File: src/hw/rtl/dur_pkg.sv
// ============================================================================
// dur_pkg
// Shared types and constants for the duration string parser.
// ============================================================================
package dur_pkg;

  // largest value a duration may take
  localparam logic [62:0] LIM = '1;

  localparam int FRAC_DIGITS_DEF = 9;
  // fraction is held as twelve decimal places, split into four groups of three
  localparam int FRAC_SLOTS  = 12;
  localparam int FRAC_GROUPS = 4;

  // characters
  localparam logic [7:0] CH_0   = 8'h30;
  localparam logic [7:0] CH_9   = 8'h39;
  localparam logic [7:0] CH_DOT = 8'h2e;
  localparam logic [7:0] CH_A   = 8'h61;
  localparam logic [7:0] CH_Z   = 8'h7a;

  // unit codes
  localparam logic [2:0] UNIT_MS  = 3'd0;
  localparam logic [2:0] UNIT_SEC = 3'd1;
  localparam logic [2:0] UNIT_MIN = 3'd2;
  localparam logic [2:0] UNIT_HR  = 3'd3;
  localparam logic [2:0] UNIT_DAY = 3'd4;

  // status codes
  localparam logic [2:0] ST_OK         = 3'd0;
  localparam logic [2:0] ST_BAD_START  = 3'd1;
  localparam logic [2:0] ST_UNEXPECTED = 3'd2;
  localparam logic [2:0] ST_NO_UNIT    = 3'd3;
  localparam logic [2:0] ST_BAD_NUMBER = 3'd4;
  localparam logic [2:0] ST_BAD_UNIT   = 3'd5;
  localparam logic [2:0] ST_OVERFLOW   = 3'd6;

  typedef struct packed {
    logic [7:0] char_in;
    logic       last_char;
  } char_word_t;

  typedef struct packed {
    logic [2:0]  status;
    logic [62:0] duration_ns;
  } result_word_t;

  typedef struct packed {
    logic start;
    logic unexp;
    logic no_unit;
    logic bad_num;
    logic bad_unit;
  } err_t;

  // one number/unit pair handed from the front end to the term pipeline
  typedef struct packed {
    logic                             last;
    logic                             term;
    err_t                             err;
    logic [62:0]                      int_acc;
    logic [2:0]                       unit;
    logic [FRAC_GROUPS-1:0][9:0]      grp;
  } job_t;

  // finished term in nanoseconds
  typedef struct packed {
    logic        last;
    logic        term;
    err_t        err;
    logic        ovf;
    logic [62:0] t;
  } term_t;

endpackage

File: src/hw/rtl/dur_accum.sv
// ============================================================================
// dur_accum
// Running total per string, status priority and the result register.
// ============================================================================
module dur_accum (
  input  logic                  clk,
  input  logic                  rst,
  input  logic                  term_vld,
  input  dur_pkg::term_t        term,
  output logic                  hold,
  output logic                  result_valid,
  input  logic                  result_ready,
  output dur_pkg::result_word_t result_word
);
  import dur_pkg::*;

  logic [62:0] total;
  logic        ovf_acc;
  logic [63:0] sum;
  logic        ovf_all;
  logic [2:0]  status;
  logic        en;

  // only a finished string waiting on a full result register stops the pipe
  assign hold = result_valid & ~result_ready & term_vld & term.last;
  assign en   = ~hold;

  always_comb begin
    sum     = 64'(total) + 64'(term.t);
    ovf_all = ovf_acc | (term.term & (term.ovf | sum[63]));
    if (term.err.start)         status = ST_BAD_START;
    else if (term.err.unexp)    status = ST_UNEXPECTED;
    else if (term.err.no_unit)  status = ST_NO_UNIT;
    else if (term.err.bad_num)  status = ST_BAD_NUMBER;
    else if (term.err.bad_unit) status = ST_BAD_UNIT;
    else if (ovf_all)           status = ST_OVERFLOW;
    else                        status = ST_OK;
  end

  always_ff @(posedge clk) begin
    if (rst) begin
      total        <= '0;
      ovf_acc      <= 1'b0;
      result_valid <= 1'b0;
    end else begin
      if (result_valid && result_ready) result_valid <= 1'b0;
      if (en && term_vld) begin
        if (term.last) begin
          total        <= '0;
          ovf_acc      <= 1'b0;
          result_valid <= 1'b1;
        end else begin
          if (term.term) total <= sum[62:0];
          ovf_acc <= ovf_all;
        end
      end
    end
  end

  always_ff @(posedge clk) begin
    if (en && term_vld && term.last) begin
      result_word.status      <= status;
      result_word.duration_ns <= (status == ST_OK) ? sum[62:0] : '0;
    end
  end

endmodule

File: config.mk
export PLATFORM = sky130hd
export DESIGN_NAME = dur_accum
export DESIGN_NICKNAME = d
export VERILOG_FILES = /design/src/hw/rtl/dur_pkg.sv /design/src/hw/rtl/dur_accum.sv
export SDC_FILE = /design/constraint.sdc
export NUM_CORES = 1
export LEC_CHECK = 0
export BUFFER_PORTS_ARGS = -buffer_cell sky130_fd_sc_hd__buf_2
export CAP_MARGIN = 20
export CELL_PAD_IN_SITES_DETAIL_PLACEMENT = 0
export CELL_PAD_IN_SITES_GLOBAL_PLACEMENT = 1
export CORE_ASPECT_RATIO = 1.25
export CORE_MARGIN = 1
export CORE_UTILIZATION = 35
export DETAILED_ROUTE_END_ITERATION = 6
export PLACE_DENSITY_LB_ADDON = 0.05
export SLEW_MARGIN = 15
export SYNTH_ARGS = -nofsm -noshare
export SYNTH_HDL_FRONTEND = slang
export SYNTH_SLANG_ARGS = --single-unit
File: constraint.sdc
create_clock -name clk -period 4.3 [get_ports clk]
set_clock_uncertainty 0.2 [all_clocks]
set_input_delay 0.215 -clock clk [delete_from_list [all_inputs] [get_ports clk]]
set_output_delay 0.215 -clock clk [all_outputs]
set_load 0.005 [all_outputs]
# [Word-level counts from Yosys, hierarchy flattened]
# Index checks and enable logic that the tools add are counted.
[op_classes] shifts=0 n_bitwise=8 order_cmp=0 n_mux=12 mul=0 n_div=0 n_reduce_logical=6 n_eq_ne=0 n_addsub=1
[op_table] op="$mux W63" n=2
[op_table] op="$add A63 B63 Y64" n=1
[op_table] op="$mux W3" n=6
[op_table] op="$and A1 B1 Y1" n=4
[op_table] op="$mux W1" n=4
[op_table] op="$logic_and A1 B1 Y1" n=3
[op_table] op="$logic_not A3 Y1" n=1
[op_table] op="$not A1 Y1" n=2
[op_table] op="$or A1 B1 Y1" n=2
[op_table] op="$reduce_and A2 Y1" n=1
[op_table] op="$reduce_bool A2 Y1" n=1
[totals] ram_bits=0 latchBits=0 ff_bits=131 n_memories=0 mem_bits_ro=0

# [Longest topological paths before layout]
# Gate-level depths: netlist of the first run.
[logic_depth] ltp_word=11 mapped_depth=12 ltp_nobuf=11

# [Least setup slack after synthesis of the first run]
# OpenSTA, ideal clock, no wires.
[synth_timing] kind="reg2reg" startpoint="register result_valid" endpoint="register result_word[0] in the netlist's numbering (enable)" n_path_buf=0 period_less_slack_ns=3.948 stages_incl_launch_ff=3 path_slack_ns=0.352 arrival_time_ns=3.256 path_cell_list="dfxtp_1 > nor2b_1 > nor2_1"
[synth_between] elab_chain_cells=6
[synth_lines] item="start, declared" line="dur_accum.sv:11" rtl="output logic result_valid,"
[synth_lines] item="start signal, assigned" line="dur_accum.sv:44" rtl="result_valid <= 1'b0;"
[synth_lines] item="start signal, assigned" line="dur_accum.sv:46" rtl="if (result_valid && result_ready) result_valid <= 1'b0;"
[synth_lines] item="start signal, assigned" line="dur_accum.sv:51" rtl="result_valid <= 1'b1;"
[synth_lines] item="$and A1 B1 Y1 (3 in series)" line="dur_accum.sv:25" rtl="assign hold = result_valid & ~result_ready & term_vld & term.last;"
[synth_lines] item="$not A1 Y1" line="dur_accum.sv:26" rtl="assign en = ~hold;"
[synth_lines] item="$logic_and A1 B1 Y1 (2 in series)" line="dur_accum.sv:61" rtl="if (en && term_vld && term.last) begin"
[synth_lines] item="end, declared" line="dur_accum.sv:13" rtl="output dur_pkg::result_word_t result_word"
# Every way passes these cells.
# A chain may end at the register's enable or synchronous reset.

# [Worst setup path after layout of the first run]
[layout_timing] startpoint="register total[17]" endpoint="register result_word[61] in the netlist's numbering, data pin"
[layout_between] elab_chain_cells=11
[layout_lines] item="start, declared" line="dur_accum.sv:17" rtl="logic [62:0] total;"
[layout_lines] item="start signal, assigned" line="dur_accum.sv:53" rtl="if (term.term) total <= sum[62:0];"
[layout_lines] item="$add A63 B63 Y64 *" line="dur_accum.sv:29" rtl="sum = 64'(total) + 64'(term.t);"
[layout_lines] item="$or A1 B1 Y1" line="dur_accum.sv:30" rtl="ovf_all = ovf_acc | (term.term & (term.ovf | sum[63]));"
[layout_lines] item="$and A1 B1 Y1" line="dur_accum.sv:30"
[layout_lines] item="$or A1 B1 Y1" line="dur_accum.sv:30"
[layout_lines] item="$mux W3" line="dur_accum.sv:36" rtl="else if (ovf_all) status = ST_OVERFLOW;"
[layout_lines] item="$mux W3" line="dur_accum.sv:35" rtl="else if (term.err.bad_unit) status = ST_BAD_UNIT;"
[layout_lines] item="$mux W3" line="dur_accum.sv:34" rtl="else if (term.err.bad_num) status = ST_BAD_NUMBER;"
[layout_lines] item="$mux W3" line="dur_accum.sv:33" rtl="else if (term.err.no_unit) status = ST_NO_UNIT;"
[layout_lines] item="$mux W3" line="dur_accum.sv:32" rtl="else if (term.err.unexp) status = ST_UNEXPECTED;"
[layout_lines] item="$mux W3" line="dur_accum.sv:31" rtl="if (term.err.start) status = ST_BAD_START;"
[layout_lines] item="$logic_not A3 Y1" line="dur_accum.sv:63" rtl="result_word.duration_ns <= (status == ST_OK) ? sum[62:0] : '0;"
# Every way passes the cells marked *; elsewhere a longest branch is shown, timed or not.

==> impl_metrics.ini, run 1 <==
[synth]
synth_top_area_share_pct = 23.0
netlist_area_um2 = 8630
synth_seq_area_share_pct = 38.1
synth-seq-cells = 131
synth_area_leaders = edfxtp_1, dfxtp_1, ha_1
yosysTopAreaCell = edfxtp_1
syn-num-nets = 1131
syn_inst = 992
ys_async_sr_fraction_pct = 0
ys_warn_count = 0
syn-mean-instance-area_um2 = 8.70
synth_edf_count = 66
ys.flop_type = edfxtp_1
ys_types = 63

[timing]
rsz0062_at_grt = false
setup_ws_ns = 0.615
relSlewSlack_pct = 28.2
worst_pin_slew_ns = 1.08
max_freq_mhz = 271
timing.final.hold_violations = 0
maxSlewViolCount = 0
fin_crit_ns = 3.68
setup_viol = 0
finalCritPeriodShare_pct = 85.7
tns_ns = 0

[status]
status = finished clean

[floorplan]
die_w_um = 142
die_area_um2 = 25300
io_pins = 143
die_y_um = 178
core_area_um2 = 24000
initial_core_util_pct = 36.0
rows = 63

[clock_tree]
post-cts-setup-buffer-count = 0
cts-resized-gates = 0
cts_max_level = 4
clkTransAtPathRegs_ns = 0.06
clock_latency_ns = 0.43
cts_tree = built
holdBufCountCts = 9
clockRootBuffer = clkbuf_16
clock_path_buffers = 2
cts_buffers = 17
clock_sinks = 131

[worst_setup_path]
crit_slowest_cell = nor4_1
cpMostUsedCell = nand4_1
cp.required_ns = 4.28
path_class = reg -> reg
worst-path-buf-inv = 0
startpoint_type = register
critPathCaptureType = register
slowest_delay_ns = 0.53
crit_family = simple AND/OR/NAND/NOR gates
path_max_fanout = 24
path_cells = ha_1 -> nand3_1 -> nor4_1 -> nand4_1 -> nand4_1 -> a21boi_2 -> o311ai_2 -> or2_4 -> nor2_1 -> mux2_2
crit_arrival_ns = 3.67

[min_path]
holdCritPathClass = in -> reg

[placement]
place_ws_ns = 0.653
placedCellCount = 1414
place_area_um2 = 9610
place_congestion = 0.841
port_buffers = 142
dpl.hpwl_um = 20300

[routing]
first_iter_violations = 321
route.detailed.drc = 0
avgRoutedWirePerCell_um = 18.5
vias = 7603
drt_wl_total_um = 26900
ant_nets = 0
viasPerCell = 5.22
drt_first_pass_iters = 5

[grt]
grt_pass1_wl_um = 42300
grtUsageTotal_pct = 22.2
globalRoute.totalOverflow = 0
grt_max_degree = 40
antenna_found_initial = 2
grt_pass1_vias = 7843

[finish]
fillers = 2474
final_cells = 1456
final_area_um2 = 10300
drive_gt1_share_pct = 18.0
nets = 1256
area_delta_synth_final_pct = 19.8

[pwr]
leakagePower_uw = 0.00440
powerDensity_nw_per_um2 = 340
ir_worst_vdd_uv = 274

[flow_run]
maxCapViolations = 0
layer usage:
metal	global-route usage, %	share of wire, %	up-vias
li1	-	-	3878
met1	24.6	42	3568
met2	41.5	53	129
met3	4.43	3.5	28
met4	7.44	2.1	0
met5	0	0	-
registers in the layout (all words and copies together) (netlist names):
signal and flops:
total 63, result_valid 1, ovf_acc 1, result_word 66
layout by cell type, fill, tap and decap left out, drive strengths merged, types with 23 or more instances in the layout:
cell,count
dfxtp,65
buf,151
nand3,25
clkbuf,23
nor2,103
inv,24
nand2,94
a21oi,90
ha,63
o21ai,74
and2,36
a21o,24
a22oi,28
xor2,31
nand4,29
edfxtp,66
final cells by class:
class / instances / area (um^2) / area share, %
clock buffers: 23 / 479 / 4.64
well taps: 325 / 407 / 3.94
diodes: 1 / 2.50 / 0.0242
multi-input cells: 783 / 5040 / 48.8
clock inverters: 9 / 153 / 1.48
flip-flops and latches: 131 / 3280 / 31.8
repair buffers: 160 / 881 / 8.52
inverters: 24 / 90.1 / 0.872
power breakdown:
group	switching [uW]	internal [uW]
sequential	17.8	1350
combinational	353	207
clock	565	1020
per-stage QoR:
step / power (uW) / hold WS (ns) / util, %
final: 3520 / 0.0735 / 43.1
after global routing: 3670 / 0.119 / 43.1
after CTS: 3560 / 0.0495 / 43.1
after detailed placement: 1950 / 0.249 / 40.1
after global placement: 1960 / 0.239 / 40.1
after floorplan: 1770 / 0.197 / -
kinds of logic after synthesis:
group / after synthesis / synth area share (%)
compound gates: 308 / 23.3
mux: 4 / 0.479
simple gates: 354 / 19.7
xor+xnor: 53 / 5.38
fa+ha+maj: 64 / 9.37
buf+inv: 78 / 3.73
flops: 131 / 38.1
final timing paths:
check                           startpoint              end  slack, ns  cells past startpoint
worst max-delay path             total[17]  result_word[61]       0.62                     10
worst min-delay path               term[1]         total[1]       0.07                      4
worst max register to register   total[17]  result_word[61]       0.62                     10
worst min register to register   total[32]        total[32]       0.25                      2
synthesized netlist by cell type (all sizes together), types with 22 or more instances:
library cell	count
xnor2	22
edfxtp	66
xor2	31
nand2	94
a21o	24
o21ai	74
nand4	29
clkbuf	39
inv	24
and2	36
dfxtp	65
a21oi	90
nor2	103
a22oi	28
nor3	22
nand3	25
ha	63
worst min-delay path, cell delays in order:
cell and delay [ns]:
buf_2 0.11, fa_1 0.19, a22oi_1 0.07, nor2_1 0.08
Power figures use the tool's default switching activity.
==> run 2, diff against run 1 <==
--- a/config.mk
+++ b/config.mk
@@ -13,6 +13,7 @@
 export CORE_MARGIN = 1
 export CORE_UTILIZATION = 35
 export DETAILED_ROUTE_END_ITERATION = 6
+export HOLD_SLACK_MARGIN = 0.15
 export PLACE_DENSITY_LB_ADDON = 0.05
 export SLEW_MARGIN = 15
 export SYNTH_ARGS = -nofsm -noshare
==> impl_metrics.ini, run 2 (synthesis gave the netlist of run 1 again) <==
[clock_tree]
cts_buffers = 17
clock_path_buffers = 2
clockRootBuffer = clkbuf_16
clock_sinks = 131
post-cts-setup-buffer-count = 0
cts-resized-gates = 0
cts_tree = built
cts_max_level = 4
clock_latency_ns = 0.44
holdBufCountCts = 13
clkTransAtPathRegs_ns = 0.06

[placement]
port_buffers = 142
place_ws_ns = 0.653
dpl.hpwl_um = 20300
place_congestion = 0.841

[min_path]
holdCritPathClass = in -> reg

[finish]
mostFrequentLayoutCells = buf_2, nor2_1, nand2_1
layout.cells.most_common = buf_2
area_delta_synth_final_pct = 20.2
largest_reg_flops = 66
fillers = 2473
drive_gt1_share_pct = 17.9
regMostFlops = result_word
finalCoreUtilization_pct = 43.3
reg_top3 = result_word (66), total (63)
nets = 1260

[routing]
first_iter_violations = 358
ant_nets = 0
viasPerCell = 5.26
drt_wl_total_um = 27000
route.detailed.drc = 0
vias = 7673
avgRoutedWirePerCell_um = 18.5
drt_first_pass_iters = 5

[floorplan]
die_y_um = 178
die_w_um = 142
rows = 63
core_area_um2 = 24000
die_area_um2 = 25300
initial_core_util_pct = 36.0
io_pins = 143

[pwr]
leakagePower_uw = 0.00442
powerDensity_nw_per_um2 = 340
ir_worst_vdd_uv = 279

[worst_setup_path]
crit_arrival_ns = 3.67
critPathCaptureType = register
slowest_delay_ns = 0.53
path_max_fanout = 24
cp.required_ns = 4.29
worst-path-buf-inv = 0
rrSetupSlack_ns = 0.61
path_class = reg -> reg
startpoint_type = register
cpMostUsedCell = nand4_1
crit_slowest_cell = nor4_1
path_cells = ha_1 -> nand3_1 -> nor4_1 -> nand4_1 -> nand4_1 -> a21boi_2 -> o311ai_2 -> or2_4 -> nor2_1 -> mux2_2
crit_family = simple AND/OR/NAND/NOR gates

[timing]
rsz0062_at_grt = false
setup_ws_ns = 0.615
timing.final.hold_violations = 0
finalCritPeriodShare_pct = 85.7
relSlewSlack_pct = 28.6
max_freq_mhz = 271
tns_ns = 0
fin_crit_ns = 3.69
worst_pin_slew_ns = 1.07
maxSlewViolCount = 0
setup_viol = 0

[grt]
antenna_found_initial = 2
grt_pass1_vias = 7859
grt_pass1_wl_um = 42400
grt_max_degree = 40
grtUsageTotal_pct = 22.2
globalRoute.totalOverflow = 0

[status]
status = finished clean

[flow_run]
maxCapViolations = 0
-- run 2: cell count changes in the layout (fill, tap and decap cells not counted), sizes merged --
cell and delta:
dlygate4sd3 +4
-- run 2: layer usage --
metal | vias to the layer above | part of all wire [%] | wire [um] | GRT usage [%]
met5 | - | 0 | 0 | 0
met4 | 0 | 2.2 | 586 | 7.44
met3 | 31 | 3.3 | 881 | 4.40
met2 | 137 | 53 | 14300 | 41.6
met1 | 3618 | 41 | 11200 | 24.7
li1 | 3887 | - | - | -
-- run 2: area by class of cell --
type	count	area [um^2]	share of cell area (%)
Antenna cell	1	2.50	0.0241
Timing Repair Buffer	164	921	8.88
Multi-Input combinational cell	783	5040	48.6
Sequential cell	131	3280	31.6
Tap cell	325	407	3.92
Inverter	24	90.1	0.868
Clock inverter	9	153	1.47
Clock buffer	23	479	4.62
-- run 2: per-stage QoR --
step	hold WS (ns)	cell area, um^2	std cells	total power (uW)
6_report	0.161	10400	1460	3530
5_1_grt	0.200	10400	1459	3670
4_1_cts	0.156	10400	1459	3560
3_5_place_dp	0.249	9610	1414	1950
3_3_place_gp	0.239	9610	1414	1960
2_1_floorplan	0.197	8630	992	1770
-- run 2: where the power goes --
part	switching (uW)	total [uW]	internal [uW]
Sequential	17.8	1370	1350
Combinational	354	564	209
Clock	571	1590	1020
Total	943	3530	2580
-- run 2: final timing paths --
path	start	end	depth (start not counted)
worst min register to register	total[32]	total[32]	2
worst max register to register	total[17]	result_word[61]	10
worst min-delay path	term[39]	total[39]	4
worst max-delay path	total[17]	result_word[61]	10
-- run 2: worst reg2reg max path, stage by stage (launching register included) --
cell and delay [ns]:
dfxtp_1 0.32, ha_1 0.42, nand3_1 0.20, nor4_1 0.53, nand4_1 0.19, nand4_1 0.19
a21boi_2 0.13, o311ai_2 0.49, or2_4 0.43, nor2_1 0.07, mux2_2 0.26
==> run 3, diff against run 2 <==
--- a/config.mk
+++ b/config.mk
@@ -7,11 +7,10 @@
 export LEC_CHECK = 0
 export BUFFER_PORTS_ARGS = -buffer_cell sky130_fd_sc_hd__buf_2
 export CAP_MARGIN = 20
-export CELL_PAD_IN_SITES_DETAIL_PLACEMENT = 0
-export CELL_PAD_IN_SITES_GLOBAL_PLACEMENT = 1
 export CORE_ASPECT_RATIO = 1.25
 export CORE_MARGIN = 1
 export CORE_UTILIZATION = 35
+export CTS_CLUSTER_DIAMETER = 120
 export DETAILED_ROUTE_END_ITERATION = 6
 export HOLD_SLACK_MARGIN = 0.15
 export PLACE_DENSITY_LB_ADDON = 0.05
==> impl_metrics.ini, run 3 (synthesis gave the netlist of run 1 again) <==
[clock_tree]
cts_tree = built
clock_sinks = 131
clkTransAtPathRegs_ns = 0.06
clockRootBuffer = clkbuf_16
post-cts-setup-buffer-count = 0
cts_buffers = 17
clock_latency_ns = 0.44
cts_max_level = 4
cts-resized-gates = 0
holdBufCountCts = 13
clock_path_buffers = 2

[floorplan]
initial_core_util_pct = 36.0
rows = 63
core_area_um2 = 24000
die_y_um = 178
die_w_um = 142
io_pins = 143
die_area_um2 = 25300

[routing]
route.detailed.drc = 0
first_iter_violations = 350
ant_nets = 0
drt_wl_total_um = 26200
avgRoutedWirePerCell_um = 17.9
drt_first_pass_iters = 5
viasPerCell = 5.28
vias = 7691

[finish]
fillers = 2494
regMostFlops = result_word
antenna_cells = 0
final_cells = 1458
mostFrequentLayoutCells = buf_2, nor2_1, nand2_1
nets = 1259
area_delta_synth_final_pct = 19.5
reg_top3 = result_word (66), total (63)
largest_reg_flops = 66
final_area_um2 = 10300
layout.cells.most_common = buf_2
drive_gt1_share_pct = 18.2

[placement]
place_congestion = 0.855
port_buffers = 142
place_area_um2 = 9600
placedCellCount = 1413
place_ws_ns = 0.656
dpl.hpwl_um = 19900

[pwr]
powerDensity_nw_per_um2 = 325
finalPower_uw = 3350
leakagePower_uw = 0.00439
ir_worst_vdd_uv = 293

[timing]
max_freq_mhz = 280
fin_crit_ns = 3.57
setup_viol = 0
rsz0062_at_grt = false
setup_ws_ns = 0.725
timing.final.hold_violations = 0
finalCritPeriodShare_pct = 83.1
relSlewSlack_pct = 33.3
tns_ns = 0
maxSlewViolCount = 0
worst_pin_slew_ns = 0.999

[grt]
globalRoute.totalOverflow = 0
grt_pass1_wl_um = 40200
grtUsageTotal_pct = 21.2
grt_max_degree = 49
antenna_found_initial = 1
grt_pass1_vias = 7601

[worst_setup_path]
path_max_fanout = 20
rr_worst_depth = 10
crit_arrival_ns = 3.56
path_class = reg -> reg
critPathCaptureType = register
startpoint_type = register
cp.required_ns = 4.29

[min_path]
holdCritPathClass = in -> reg
hold-path-cell-count = 4

[status]
status = finished clean

[flow_run]
maxCapViolations = 0
==> run 3: cell count changes in the layout (fill, tap and decap cells not counted), sizes merged <==
| cell | previous run | this run |
|---|---|---|
| bufinv | 4 | 1 |
| clkinvlp | 0 | 3 |
| buf | 151 | 150 |
| diode | 1 | 0 |
==> run 3: area by class of cell <==
class                      count  area (um^2)  share of cell area (%)
inverter                      24         90.1                   0.874
multi-input combinational    783         5040                    48.9
clock buffer                  23          498                    4.83
tap                          325          407                    3.94
clock inverter                 9         77.6                   0.752
sequential                   131         3280                    31.8
timing repair buffer         163          913                    8.86
==> run 3: report_power, final <==
part | leakage [uW] | internal (uW) | switching, uW
Combinational | 0.00294 | 208 | 351
Clock | 0.000281 | 865 | 557
Sequential | 0.00117 | 1350 | 17.3
==> run 3: routing by layer <==
metal | GRT usage (%) | vias to the layer above | share of wire, %
met2 | 39.6 | 153 | 52
met1 | 23.0 | 3596 | 41
li1 | - | 3896 | -
met4 | 8.96 | 2 | 2.9
met5 | 0 | - | 0.050
met3 | 4.37 | 44 | 4.0
==> run 3: per-stage QoR <==
| stage | util (%) | hold slack, ns |
|---|---|---|
| after global placement | 40.1 | 0.240 |
| after detailed placement | 40.1 | 0.247 |
| after global routing | 43.0 | 0.199 |
| final | 43.0 | 0.170 |
| after floorplan | - | 0.197 |
| after CTS | 43.0 | 0.159 |
==> run 3: path summary, 6_finish.rpt <==
path	end	slack (ns)	start
min	total[51]	0.17	term[51]
min reg2reg	total[38]	0.25	total[38]
max reg2reg	result_word[61]	0.73	total[17]
max	result_word[61]	0.73	total[17]
==> run 3: worst max-delay path, stage by stage, from the launching register on <==
cell      delay [ns]
dfxtp_1         0.32
ha_1            0.42
nand3_1         0.19
nor4_1          0.44
nand4_1         0.18
nand4_1         0.21
a21boi_2        0.13
o311ai_2        0.50
or2_4           0.39
nor2_1          0.06
mux2_2          0.26
