$ cat src/hw/rtl/dur_pkg.sv
// ============================================================================
// dur_pkg
// Shared types and constants for the duration string parser.
// ============================================================================
package dur_pkg;

  // largest value a duration may take
  localparam logic [62:0] LIM = '1;

  localparam int FRAC_DIGITS_DEF = 9;
  // fraction is held as twelve decimal places, split into four groups of three
  localparam int FRAC_SLOTS  = 12;
  localparam int FRAC_GROUPS = 4;

  // characters
  localparam logic [7:0] CH_0   = 8'h30;
  localparam logic [7:0] CH_9   = 8'h39;
  localparam logic [7:0] CH_DOT = 8'h2e;
  localparam logic [7:0] CH_A   = 8'h61;
  localparam logic [7:0] CH_Z   = 8'h7a;

  // unit codes
  localparam logic [2:0] UNIT_MS  = 3'd0;
  localparam logic [2:0] UNIT_SEC = 3'd1;
  localparam logic [2:0] UNIT_MIN = 3'd2;
  localparam logic [2:0] UNIT_HR  = 3'd3;
  localparam logic [2:0] UNIT_DAY = 3'd4;

  // status codes
  localparam logic [2:0] ST_OK         = 3'd0;
  localparam logic [2:0] ST_BAD_START  = 3'd1;
  localparam logic [2:0] ST_UNEXPECTED = 3'd2;
  localparam logic [2:0] ST_NO_UNIT    = 3'd3;
  localparam logic [2:0] ST_BAD_NUMBER = 3'd4;
  localparam logic [2:0] ST_BAD_UNIT   = 3'd5;
  localparam logic [2:0] ST_OVERFLOW   = 3'd6;

  typedef struct packed {
    logic [7:0] char_in;
    logic       last_char;
  } char_word_t;

  typedef struct packed {
    logic [2:0]  status;
    logic [62:0] duration_ns;
  } result_word_t;

  typedef struct packed {
    logic start;
    logic unexp;
    logic no_unit;
    logic bad_num;
    logic bad_unit;
  } err_t;

  // one number/unit pair handed from the front end to the term pipeline
  typedef struct packed {
    logic                             last;
    logic                             term;
    err_t                             err;
    logic [62:0]                      int_acc;
    logic [2:0]                       unit;
    logic [FRAC_GROUPS-1:0][9:0]      grp;
  } job_t;

  // finished term in nanoseconds
  typedef struct packed {
    logic        last;
    logic        term;
    err_t        err;
    logic        ovf;
    logic [62:0] t;
  } term_t;

endpackage

$ cat src/hw/rtl/dur_front.sv
// ============================================================================
// dur_front
// Per-byte scanner: number and unit accumulators, error flags, pair jobs.
// ============================================================================
module dur_front #(
  parameter int FRAC_DIGITS = dur_pkg::FRAC_DIGITS_DEF
) (
  input  logic                clk,
  input  logic                rst,
  input  logic                en,
  input  logic                char_valid,
  input  dur_pkg::char_word_t char_word,
  output logic                job_vld,
  output dur_pkg::job_t       job
);
  import dur_pkg::*;

  localparam int CNT_W = $clog2(FRAC_DIGITS + 1);

  typedef struct packed {
    logic       known;
    logic [2:0] code;
  } unit_dec_t;

  function automatic unit_dec_t unit_decode(input logic [23:0] ch, input logic [2:0] len);
    unit_dec_t r;
    r.known = 1'b1;
    r.code  = UNIT_MS;
    if (len == 3'd1 && ch == 24'h000073) r.code = UNIT_SEC;
    else if (len == 3'd1 && ch == 24'h00006d) r.code = UNIT_MIN;
    else if (len == 3'd1 && ch == 24'h000068) r.code = UNIT_HR;
    else if (len == 3'd1 && ch == 24'h000064) r.code = UNIT_DAY;
    else if (len == 3'd2 && ch == 24'h006d73) r.code = UNIT_MS;
    else if (len == 3'd2 && ch == 24'h006872) r.code = UNIT_HR;
    else if (len == 3'd3 && ch == 24'h736563) r.code = UNIT_SEC;
    else if (len == 3'd3 && ch == 24'h6d696e) r.code = UNIT_MIN;
    else if (len == 3'd3 && ch == 24'h646179) r.code = UNIT_DAY;
    else r.known = 1'b0;
    return r;
  endfunction

  localparam logic [62:0] INT_SAT = (LIM - 63'd9) / 63'd10;

  // state
  logic              in_unit, in_unit_next;
  logic              at_start, at_start_next;
  logic [62:0]       int_acc, int_acc_next;
  logic [3:0]        frac_dig [FRAC_DIGITS];
  logic [3:0]        frac_dig_next [FRAC_DIGITS];
  logic [CNT_W-1:0]  frac_cnt, frac_cnt_next;
  logic              dot_seen, dot_seen_next;
  logic [23:0]       unit_chars, unit_chars_next;
  logic [2:0]        unit_len, unit_len_next;
  err_t              err, err_next;

  logic [7:0]        c;
  logic [3:0]        dval;
  logic              is_digit, is_dot, is_num, is_lower, halted, halted_next;
  logic              do_feed, do_close, fin_close, close_any, no_unit;
  logic [62:0]       base_int;
  logic              base_dot;
  logic [CNT_W-1:0]  base_cnt;
  unit_dec_t         dec;
  logic              accept, restart;
  logic [3:0]        pad [FRAC_SLOTS];
  job_t              job_next;

  assign accept  = char_valid & en;
  assign restart = rst | (accept & char_word.last_char);

  for (genvar s = 0; s < FRAC_SLOTS; s++) begin : g_pad
    if (s < FRAC_DIGITS) begin : g_used
      assign pad[s] = frac_dig[s];
    end else begin : g_zero
      assign pad[s] = '0;
    end
  end

  always_comb begin
    c        = char_word.char_in;
    dval     = c[3:0];
    is_digit = (c >= CH_0) && (c <= CH_9);
    is_dot   = (c == CH_DOT);
    is_num   = is_digit | is_dot;
    is_lower = (c >= CH_A) && (c <= CH_Z);
    halted   = err.start | err.unexp;

    in_unit_next    = in_unit;
    at_start_next   = at_start;
    unit_chars_next = unit_chars;
    unit_len_next   = unit_len;
    err_next        = err;
    do_feed         = 1'b0;
    do_close        = 1'b0;

    if (!halted) begin
      if (at_start) begin
        at_start_next = 1'b0;
        if (!is_digit) err_next.start = 1'b1;
        else do_feed = 1'b1;
      end else if (!in_unit) begin
        if (is_num) begin
          do_feed = 1'b1;
        end else if (is_lower) begin
          in_unit_next    = 1'b1;
          unit_chars_next = {16'h0000, c};
          unit_len_next   = 3'd1;
        end else begin
          err_next.unexp = 1'b1;
        end
      end else begin
        if (is_num) begin
          // a number after a unit closes the pair; only the last number may be fractional
          do_close     = 1'b1;
          do_feed      = 1'b1;
          in_unit_next = 1'b0;
          if (dot_seen) err_next.bad_num = 1'b1;
        end else if (is_lower) begin
          if (unit_len >= 3'd3) begin
            unit_len_next = 3'd4;
          end else begin
            unit_chars_next = {unit_chars[15:0], c};
            unit_len_next   = unit_len + 3'd1;
          end
        end else begin
          err_next.unexp = 1'b1;
        end
      end
    end

    // number feed, starting from a cleared number when a pair was just closed
    base_int = do_close ? '0 : int_acc;
    base_dot = do_close ? 1'b0 : dot_seen;
    base_cnt = do_close ? '0 : frac_cnt;
    for (int s = 0; s < FRAC_DIGITS; s++) begin
      frac_dig_next[s] = do_close ? 4'd0 : frac_dig[s];
    end
    int_acc_next  = base_int;
    dot_seen_next = base_dot;
    frac_cnt_next = base_cnt;
    if (do_feed) begin
      if (is_dot) begin
        if (base_dot) err_next.bad_num = 1'b1;
        dot_seen_next = 1'b1;
      end else if (!base_dot) begin
        if (base_int > INT_SAT) int_acc_next = LIM;
        else int_acc_next = (base_int << 3) + (base_int << 1) + 63'(dval);
      end else if (base_cnt < CNT_W'(FRAC_DIGITS)) begin
        for (int s = 0; s < FRAC_DIGITS; s++) begin
          if (base_cnt == CNT_W'(s)) frac_dig_next[s] = dval;
        end
        frac_cnt_next = base_cnt + CNT_W'(1);
      end
    end

    halted_next = err_next.start | err_next.unexp;
    fin_close   = char_word.last_char & ~halted_next & in_unit_next;
    no_unit     = char_word.last_char & ~halted_next & ~in_unit_next;
    close_any   = do_close | fin_close;

    dec = do_close ? unit_decode(unit_chars, unit_len)
                   : unit_decode(unit_chars_next, unit_len_next);
    if (close_any && !dec.known) err_next.bad_unit = 1'b1;

    job_next         = '0;
    job_next.last    = char_word.last_char;
    job_next.term    = close_any & dec.known;
    job_next.err     = err_next;
    job_next.err.no_unit = no_unit;
    job_next.int_acc = int_acc;
    job_next.unit    = dec.code;
    for (int g = 0; g < FRAC_GROUPS; g++) begin
      job_next.grp[g] = 10'(pad[3*g]) * 10'd100 + 10'(pad[3*g+1]) * 10'd10
                      + 10'(pad[3*g+2]);
    end
  end

  always_ff @(posedge clk) begin
    if (restart) begin
      in_unit    <= 1'b0;
      at_start   <= 1'b1;
      int_acc    <= '0;
      frac_cnt   <= '0;
      dot_seen   <= 1'b0;
      unit_chars <= '0;
      unit_len   <= '0;
      err        <= '0;
      for (int s = 0; s < FRAC_DIGITS; s++) frac_dig[s] <= '0;
    end else if (accept) begin
      in_unit    <= in_unit_next;
      at_start   <= at_start_next;
      int_acc    <= int_acc_next;
      frac_cnt   <= frac_cnt_next;
      dot_seen   <= dot_seen_next;
      unit_chars <= unit_chars_next;
      unit_len   <= unit_len_next;
      err        <= err_next;
      for (int s = 0; s < FRAC_DIGITS; s++) frac_dig[s] <= frac_dig_next[s];
    end
  end

  always_ff @(posedge clk) begin
    if (rst) begin
      job_vld <= 1'b0;
    end else if (en) begin
      job_vld <= accept & (close_any | char_word.last_char);
    end
  end

  always_ff @(posedge clk) begin
    if (en) job <= job_next;
  end

endmodule

$ cat config.mk
export PLATFORM = sky130hd
export DESIGN_NAME = dur_front
export DESIGN_NICKNAME = d
export VERILOG_FILES = /design/src/hw/rtl/dur_pkg.sv /design/src/hw/rtl/dur_front.sv
export SDC_FILE = /design/constraint.sdc
export NUM_CORES = 1
export LEC_CHECK = 0
export BUFFER_PORTS_ARGS = -buffer_cell sky130_fd_sc_hd__buf_2
export CAP_MARGIN = 20
export CORE_MARGIN = 2
export CORE_UTILIZATION = 35
export DETAILED_ROUTE_END_ITERATION = 8
export HOLD_SLACK_MARGIN = 0.02
export PLACE_DENSITY = 0.48
export SLEW_MARGIN = 20
export SYNTH_ARGS = -nofsm -noshare
export SYNTH_HDL_FRONTEND = slang
export SYNTH_SLANG_ARGS = --single-unit
$ cat constraint.sdc
create_clock -name clk -period 8.57 [get_ports clk]
set_clock_uncertainty 0.2 [all_clocks]
set_input_delay 1.714 -clock clk [delete_from_list [all_inputs] [get_ports clk]]
set_output_delay 1.714 -clock clk [all_outputs]
set_load 0.02 [all_outputs]
## Yosys cells after proc, flatten, opt, wreduce, memory -nomap -nowiden

Memories as Yosys holds them, arrays and structs flattened.
Cells that the tools add are included.
Widths: inputs -> output; s select.

- Register bits: 205
- Bits in writable memories: 36
- Bits of input ports: 13
- Word-level logic and storage cells: 260
- Memories: 1

Memory list:

| memory | depth | bits a word | read ports | clocked after Yosys merged registers in | write ports | RTL line | source |
|---|---|---|---|---|---|---|---|
| frac_dig | 9 | 4 | 9 | 0 | 9 | dur_front.sv:48 | `logic [3:0] frac_dig [FRAC_DIGITS];` |

- $add $sub $neg: 10
- Multipliers: 6
- $lt $le $gt $ge: 7
- Equal/unequal tests: 33
- Muxes and demuxes: 130
- Bitwise logic cells: 25
- Reduce and logical (&&, ||, !) cells: 24

Operators with widths:

| operator | number |
|---|---|
| $mux 63 | 5 |
| $eq 24x7->1 const B | 8 |
| $mux 24 | 8 |
| $eq 24x23->1 const B | 6 |
| $mux 36 | 4 |
| $mux 4 | 33 |
| $eq 24x15->1 const B | 4 |
| $mux 3 | 26 |
| $add 63x4->63 | 1 |
| $add 63x63->63 | 1 |
| $gt 63x60->1 const B | 1 |
| $mux 1 | 53 |
| $add 10x4->10 | 3 |
| $add 10x8->10 | 3 |
| $mul 4x5->8 const B | 3 |
| $logic_and 1x1->1 | 21 |
| $mul 4x3->7 const B | 3 |
| $eq 4x3->1 const B | 4 |
| $or 1x1->1 | 15 |
| $eq 3x2->1 const B | 4 |
| $eq 4x2->1 const B | 2 |
| $eq 8x6->1 const B | 1 |
| $ge 8x6->1 const B | 1 |
| $ge 8x7->1 const B | 1 |
| other kinds (15) | 24 |

## Depth between registers and ports, before layout

Gate-level depths: netlist (run 1).

- Depth in word-level cells: 22
- Mapped depth: 23
- Mapped depth without buffers: 18

## Least setup slack after synthesis (run 1)

OpenSTA, ideal clock, no wires.

- Path type: input-to-reg
- From: input port char_word[1] (netlist name)
- To: register int_acc[48]
- Library setup time: 0.123 ns
- Arrival time: 6.547 ns
- Path slack: 1.699 ns
- Stages on the path: 22
- Buffers on the path: 5
- Path through: clkbuf_1 > nor4bb_1 > a22oi_1 > or2_1 > buf_6 > clkbuf_1 > clkbuf_1 > clkbuf_1 > and2_1 > ha_1 > ha_1 > fa_1 > a21o_1 > a221oi_1 > nor3_1 > o21ai_0 > o21ai_0 > a2111o_1 > a31oi_1 > o21ai_0 > xnor2_1 > o21ai_0

- Word-level cells in the longest chain between the ends: 14

RTL lines:

| what | RTL line | source |
|---|---|---|
| from (decl) | dur_front.sv:12 | `input dur_pkg::char_word_t char_word,` |
| $ge 8x6->1 / $le 8x6->1 (equally long branches) | dur_front.sv:82 | `is_digit = (c >= CH_0) && (c <= CH_9);` |
| $logic_and 1x1->1 | dur_front.sv:82 |  |
| $or 1x1->1 | dur_front.sv:84 | `is_num = is_digit \| is_dot;` |
| $mux 1 | dur_front.sv:102, dur_front.sv:112 |  |
| $mux 1 | dur_front.sv:101 | `end else if (!in_unit) begin` |
| $mux 1 | dur_front.sv:97 | `if (at_start) begin` |
| $mux 1 | dur_front.sv:96 | `if (!halted) begin` |
| $mux 63 | dur_front.sv:132 | `base_int = do_close ? '0 : int_acc;` |
| $add 63x63->63 | dur_front.sv:147 | `else int_acc_next = (base_int << 3) + (base_int << 1) + 63'(dval);` |
| $add 63x4->63 | dur_front.sv:147 |  |
| $mux 63 | dur_front.sv:146 | `if (base_int > INT_SAT) int_acc_next = LIM;` |
| $mux 63 | dur_front.sv:145 | `end else if (!base_dot) begin` |
| $mux 63 | dur_front.sv:142 | `if (is_dot) begin` |
| $mux 63 * | dur_front.sv:141 | `if (do_feed) begin` |
| to (signal assigned) | dur_front.sv:192 | `int_acc <= int_acc_next;` |
| to (decl) | dur_front.sv:47 | `logic [62:0] int_acc, int_acc_next;` |

Every way passes the cells marked *; elsewhere a longest branch is shown, timed or not.
A chain may end at the register's enable or synchronous reset.

## Worst setup path after layout (run 1)

- From: input port char_word[4] (netlist name)
- To: register int_acc[48]

The elaborated chain is that of the path after synthesis.

==> metrics.md, run 1 <==
| Metric | Value |
|---|---|
| Final-stage net count | 2251 |
| EDFF count, synth | 139 |
| DRC errors left | 0 |
| ANT nets after route | 0 |
| # IOs | 127 |
| CTS Buffer Depth | 3 |
| Clock sink total | 241 |
| DR vias/cell | 5.47 |
| Starting density of the core | 35.5% |
| Floorplan row count | 81 |
| Wirelength, routed | 53400 um |
| Post-CTS Resized | 0 |
| Synth Warn # | 0 |
| CP startpoint kind | primary input |
| CTS buffer count | 30 |
| CP Data Required Time | 8870 ps |
| Largest net degree at the start of global routing | 67 |
| Leakage Power | 8.61 nW |
| IO Port Bufs | 116 |
| Pre-CTS setup slack | 1120 ps |
| Die X | 227 um |
| Via count | 14847 |
| Synthesized area per cell | 8.98 um2 |
| Die ar. | 51600 um2 |
| Cells after synthesis | 1942 |
| Core Area | 49100 um2 |
| Reg clk slew, reported paths | 60 ps |
| Worst setup EP type | flip-flop |
| Slew headroom | 35.4% |
| Clock root buffer | clkbuf_16 |
| Layout cell share with drive strength beyond 1 | 11.1% |
| Sequential-to-total area share from yosys stat | 35.7% |
| Post-DP HPWL | 39400 um |
| Kind of critical path | in -> reg |
| Min cycle time layout | 6930 ps |
| #FFs+latches synth | 241 |
| Most used flip-flop cell after synthesis | edfxtp_1 |
| RSZ-0062 raised after global routing | no |
| Crit share post-route | 80.8% |
| Post-synthesis async set-or-reset flop share | 0% |
| Status | finished clean |
| Final setup margin | 1640 ps |
| Setup TNS | 0 ps |
| Hold Buf Count CTS | 0 |
| Pwr/cell area | 149 nW/um2 |
| CTS tree | done |
| Critical path arrival | 7220 ps |
| Worst Hold Class | reg -> reg |
| Crit-path max FO | 42 |
| Mapped cell area | 17400 um2 |
| Area grow syn2layout | 12.5% |
| First-pass GRT wire length | 83400 um |
| Worst-Skew Late Latency | 600 ps |
| Max Freq | 144 MHz |
| R2r setup slk | 2180 ps |
| Synth cell types | 94 |
| Drt first pass iters | 4 |
| Vias in the first global route | 14579 |
| Worst Max-Slew Pin Slew | 968 ps |
| GPL Wtd Cong | 0.952 |
| Post-CTS setup buffer count | 0 |
| Worst vdd ir | 0.173 mV |
| DR iter-0 viols | 854 |
| WL/cell | 19.7 um |
| Die Y | 227 um |
| Max-cap viol count | 0 |
| Pins Over Slew Limit | 0 |
| Initial antenna violation count | 1 |
| Final Setup Violations | 0 |
| Fin. Hold Viols | 0 |
| H-tree depth | 1 |
| Global route total overflow | 0 |
| GRT Util Overall | 20.5% |
flip-flops by register name, summed over array words and instances (netlist names):
register    flops
int_acc        63
job           103
unit_len        3
job_vld         1
in_unit         1
dot_seen        1
at_start        1
err             4
unit_chars     24
frac_dig       36
frac_cnt        4
final cells by class:
type                       count  area, um2
timing repair buffer         137        741
clock inverter                16        178
tap                          664        831
inverter                      86        323
multi-input combinational   1529      10500
fill                        5008      29400
clock buffer                  40        818
antenna                        1       2.50
sequential                   241       6220
per-layer routing:
metal	up-vias	track usage, %	part of all wire (%)
met5	-	0	0
met4	0	5.36	2.5
met3	65	2.31	4.5
met2	324	35.1	48
met1	7199	27.4	45
li1	7259	-	-
kinds of logic (layout without fill, tap and decap cells):
| group | Yosys count | after routing | share of synthesized area (%) |
|---|---|---|---|
| AOI/OAI and AO/OA | 567 | 567 | 20.9 |
| xor gates and xnor gates | 94 | 94 | 4.72 |
| adders and majority gates | 213 | 213 | 16.0 |
| buffers and inverters | 181 | 279 | 4.41 |
| DFF | 241 | 241 | 35.7 |
| muxes | 1 | 1 | 0.0646 |
| other | 1 | 11 | 0.0215 |
| and+or+nand+nor | 644 | 644 | 18.3 |
cells in the mapped netlist (13+ instances only):
master    count  area share (%)
a21o_1       44             1.9
a21oi_1     170             4.9
a22o_1       14            0.70
a22oi_1      13            0.56
a31oi_1      13            0.47
and2_1       74             2.7
and3_1       18            0.65
clkbuf_1     71             1.5
dfxtp_1     102              12
edfxtp_1    139              24
fa_1         16             1.8
ha_1        197              14
inv_1        86             1.9
nand2_1     207             4.5
nand3_1      75             2.2
nand4_1      28             1.0
nor2_1      120             2.6
nor2b_1      14            0.50
nor3_1       32            0.92
nor4_1       17            0.61
o211ai_1     17            0.73
o21ai_0     135             3.9
o21ai_1      16            0.46
o21bai_1     30             1.3
xnor2_1      65             3.3
xor2_1       29             1.5
through the flow:
step	hold WS, ps	utilization [%]	power (mW)	instance area [um2]	std cells
after CTS	273	40.0	2.96	19600	2713
final	269	40.0	2.92	19600	2714
after global placement	246	38.0	1.66	18600	2657
after detailed placement	259	38.0	1.66	18600	2657
after floorplan	206	-	1.55	17500	1951
after global routing	285	40.0	3.05	19600	2714
critical path, cell delays in order:
cell	delay, ps
buf_2	400
o21ai_0	220
a22oi_1	480
or2_4	480
nand2_1	160
xnor2_1	160
ha_1	340
fa_1	460
a21o_1	190
a221oi_1	470
nor3_1	140
o21ai_0	440
o21ai_0	350
a2111o_1	460
a31oi_1	280
o21ai_0	170
xnor2_1	140
o21ai_0	140
power by group:
group	leakage [nW]	switching [mW]	internal, mW
logic	5.87	0.213	0.114
registers	2.25	0.0230	1.28
clock network	0.491	0.527	0.761
final timing paths:
| check | start | to | depth (start not counted) |
|---|---|---|---|
| max | char_word[4] | int_acc[48]$_SDFFE_PP0P_ | 18 |
| min | err[0]$_SDFFE_PP0P_ | err[0]$_SDFFE_PP0P_ | 1 |
| max reg2reg | in_unit$_SDFFE_PP0P_ | int_acc[48]$_SDFFE_PP0P_ | 17 |
| min reg2reg | err[0]$_SDFFE_PP0P_ | err[0]$_SDFFE_PP0P_ | 1 |
placed cells by master, fill, tap and decap left out, types with 74 or more instances in the layout:
| master | Yosys | layout |
|---|---|---|
| dfxtp_1 | 102 | 102 |
| nand2_1 | 207 | 207 |
| nor2_1 | 120 | 119 |
| buf_2 | 5 | 115 |
| edfxtp_1 | 139 | 139 |
| inv_1 | 86 | 85 |
| nand3_1 | 75 | 75 |
| ha_1 | 197 | 197 |
| and2_1 | 74 | 74 |
| o21ai_0 | 135 | 134 |
| a21oi_1 | 170 | 170 |
Note: power is estimated with default switching activity, not from simulation.
==> run 2, diff against run 1 <==
==> constraint.sdc (replaced) <==
create_clock -name clk -period 6.55 [get_ports clk]
set_clock_uncertainty 0.2 [all_clocks]
set_input_delay 1.31 -clock clk [delete_from_list [all_inputs] [get_ports clk]]
set_output_delay 1.31 -clock clk [all_outputs]
set_load 0.02 [all_outputs]
==> run 2 against run 1 <==
  * Critical path depth grew 3
  * Sequential share of layout area shrank 0.28 points
  * Utilization grew 0.36 points
  * Register-to-register slack lost 1300 ps
  * Count of clock-buffer cells in the layout shrank 4
  * Flip-flop and latch count is the same
  * Critical path type unchanged
  * Largest cell class unchanged
  * Largest power group is now clock
==> metrics.md, run 2 (synthesized netlist as in run 1, its figures left out) <==
| Metric | Value |
|---|---|
| Global routing usage on met3 | 2.54% |
| Max-cap viol count | 0 |
| Post-CTS Resized | 0 |
| Pwr/cell area | 197 nW/um2 |
| GRT Util Overall | 20.2% |
| Worst Hold Class | reg -> reg |
| Worst setup EP type | flip-flop |
| Final Setup Violations | 0 |
| Wirelength, routed | 52800 um |
| Most frequent cells in the layout | nand2_1, ha_1, a21oi_1 |
| H-tree depth | 1 |
| R2r setup slk | 910 ps |
| Vias in the first global route | 14575 |
| DRC errors left | 0 |
| Die X | 227 um |
| DR iter-0 viols | 888 |
| GPL Wtd Cong | 0.913 |
| # IOs | 127 |
| Hold Buf Count CTS | 0 |
| Worst vdd ir | 0.199 mV |
| Crit share post-route | 86.3% |
| Max Freq | 177 MHz |
| DR vias/cell | 5.45 |
| Pins Over Slew Limit | 0 |
| Setup TNS | 0 ps |
| FF-to-FF Start | err[3]$_SDFFE_PP0P_ |
| Layout cell share with drive strength beyond 1 | 11.9% |
| GR Util met1 | 26.7% |
| Total power | 3.90 mW |
| Clock root buffer | clkbuf_16 |
| RSZ-0062 raised after global routing | no |
| Most common cell after layout, fill and taps aside | nand2_1 |
| CTS Buffer Depth | 3 |
| CTS tree | done |
| Global route total overflow | 0 |
| Reg clk slew, reported paths | 60 ps |
| Cells on worst reg2reg path | 20 |
| Min cycle time layout | 5650 ps |
| Crit-path max FO | 37 |
| Critical path arrival | 5920 ps |
| Core Area | 49100 um2 |
| Die Y | 227 um |
| Status | finished clean |
| M2 GR Usage | 34.5% |
| Fillers | 4988 |
| Max FFs per register | 103 |
| CTS buffer count | 29 |
| Final-stage net count | 2266 |
| Placed instance area | 18700 um2 |
| Slew headroom | 35.1% |
| Area grow syn2layout | 13.5% |
| Post-DP HPWL | 39800 um |
| Hold Crit Start | frac_dig[0][8]$_SDFFCE_PN0P_ |
| Worst-Skew Late Latency | 580 ps |
| GR peak layer | met2 |
| Hold path endpoint | job[0]$_DFFE_PP_ |
| CP startpoint kind | primary input |
| Via count | 14886 |
| First-pass GRT wire length | 82200 um |
| Worst hold slack | 266 ps |
| Floorplan row count | 81 |
| Final Core Density | 40.3% |
| Clock sink total | 241 |
| Drt first pass iters | 5 |
| Worst Max-Slew Pin Slew | 965 ps |
| Largest reg by FF count | job |
| Largest net degree at the start of global routing | 62 |
| CP Data Required Time | 6820 ps |
| Largest regs | job: 103 flops, int_acc: 63 flops, frac_dig: 36 flops |
| Leakage Power | 8.70 nW |
| Starting density of the core | 35.5% |
| Die ar. | 51600 um2 |
| WHS Path Cells | 0 |
| Worst R2R End | int_acc[62]$_SDFFE_PP0P_ |
| Post-CTS setup buffer count | 0 |
| IO Port Bufs | 116 |
| Design Area, Final | 19800 um2 |
| Kind of critical path | in -> reg |
| Fin. Hold Viols | 0 |
| WL/cell | 19.3 um |
| ANT nets after route | 0 |
| Initial antenna violation count | 2 |
run 2: worst max-delay path by stage:
| stage | from | cells after the start | endpoint |
|---|---|---|---|
| 2_1_floorplan | char_word[1] | 22 | int_acc[48]$_SDFFE_PP0P_ |
| 3_3_place_gp | char_word[8] | 20 | int_acc[48]$_SDFFE_PP0P_ |
| 3_5_place_dp | char_word[8] | 21 | int_acc[62]$_SDFFE_PP0P_ |
| 4_1_cts | err[3]$_SDFFE_PP0P_ | 20 | int_acc[62]$_SDFFE_PP0P_ |
| 5_1_grt | err[3]$_SDFFE_PP0P_ | 19 | int_acc[60]$_SDFFE_PP0P_ |
| 6_report | char_word[8] | 21 | int_acc[62]$_SDFFE_PP0P_ |
run 2: layout make-up:
| type | count | area, um2 | area share, % |
|---|---|---|---|
| Multi-Input combinational cell | 1529 | 10500 | 53.1 |
| Sequential cell | 241 | 6220 | 31.4 |
| Timing Repair Buffer | 153 | 861 | 4.35 |
| Clock buffer | 36 | 782 | 3.95 |
| Tap cell | 664 | 831 | 4.20 |
| Clock inverter | 18 | 263 | 1.33 |
| Antenna cell | 2 | 5.00 | 0.0253 |
| Inverter | 86 | 323 | 1.63 |
run 2: report_power, final:
part	leakage, nW	switching, mW	internal [mW]
logic	5.94	0.275	0.152
registers	2.25	0.0293	1.68
clock network	0.503	0.679	1.09
run 2: routing by layer:
metal  share of wire, %  vias up
li1                   -     7313
met1                 45     7160
met2                 48      329
met3                4.6       84
met4                2.7        0
met5                  0        -
run 2: stage by stage:
stage          setup WS, ps  cells
5_1_grt                 540   2728
4_1_cts                 898   2727
3_3_place_gp            325   2673
2_1_floorplan          83.4   1951
6_report                899   2729
3_5_place_dp            324   2673
run 2: worst max-delay path: stages:
cell       delay [ps]
buf_2             110
nand2b_1          150
or4_4             470
or2_4             300
buf_4             260
and2_1            230
ha_1              310
ha_1              390
and3_1            190
a221oi_1           70
buf_4             160
nor3_1            250
o21ai_0           160
buf_4             170
a2111oi_0         470
buf_4             220
a211o_1           180
a41oi_1           160
xnor2_1           160
o21ai_0           140
nand2_1            60
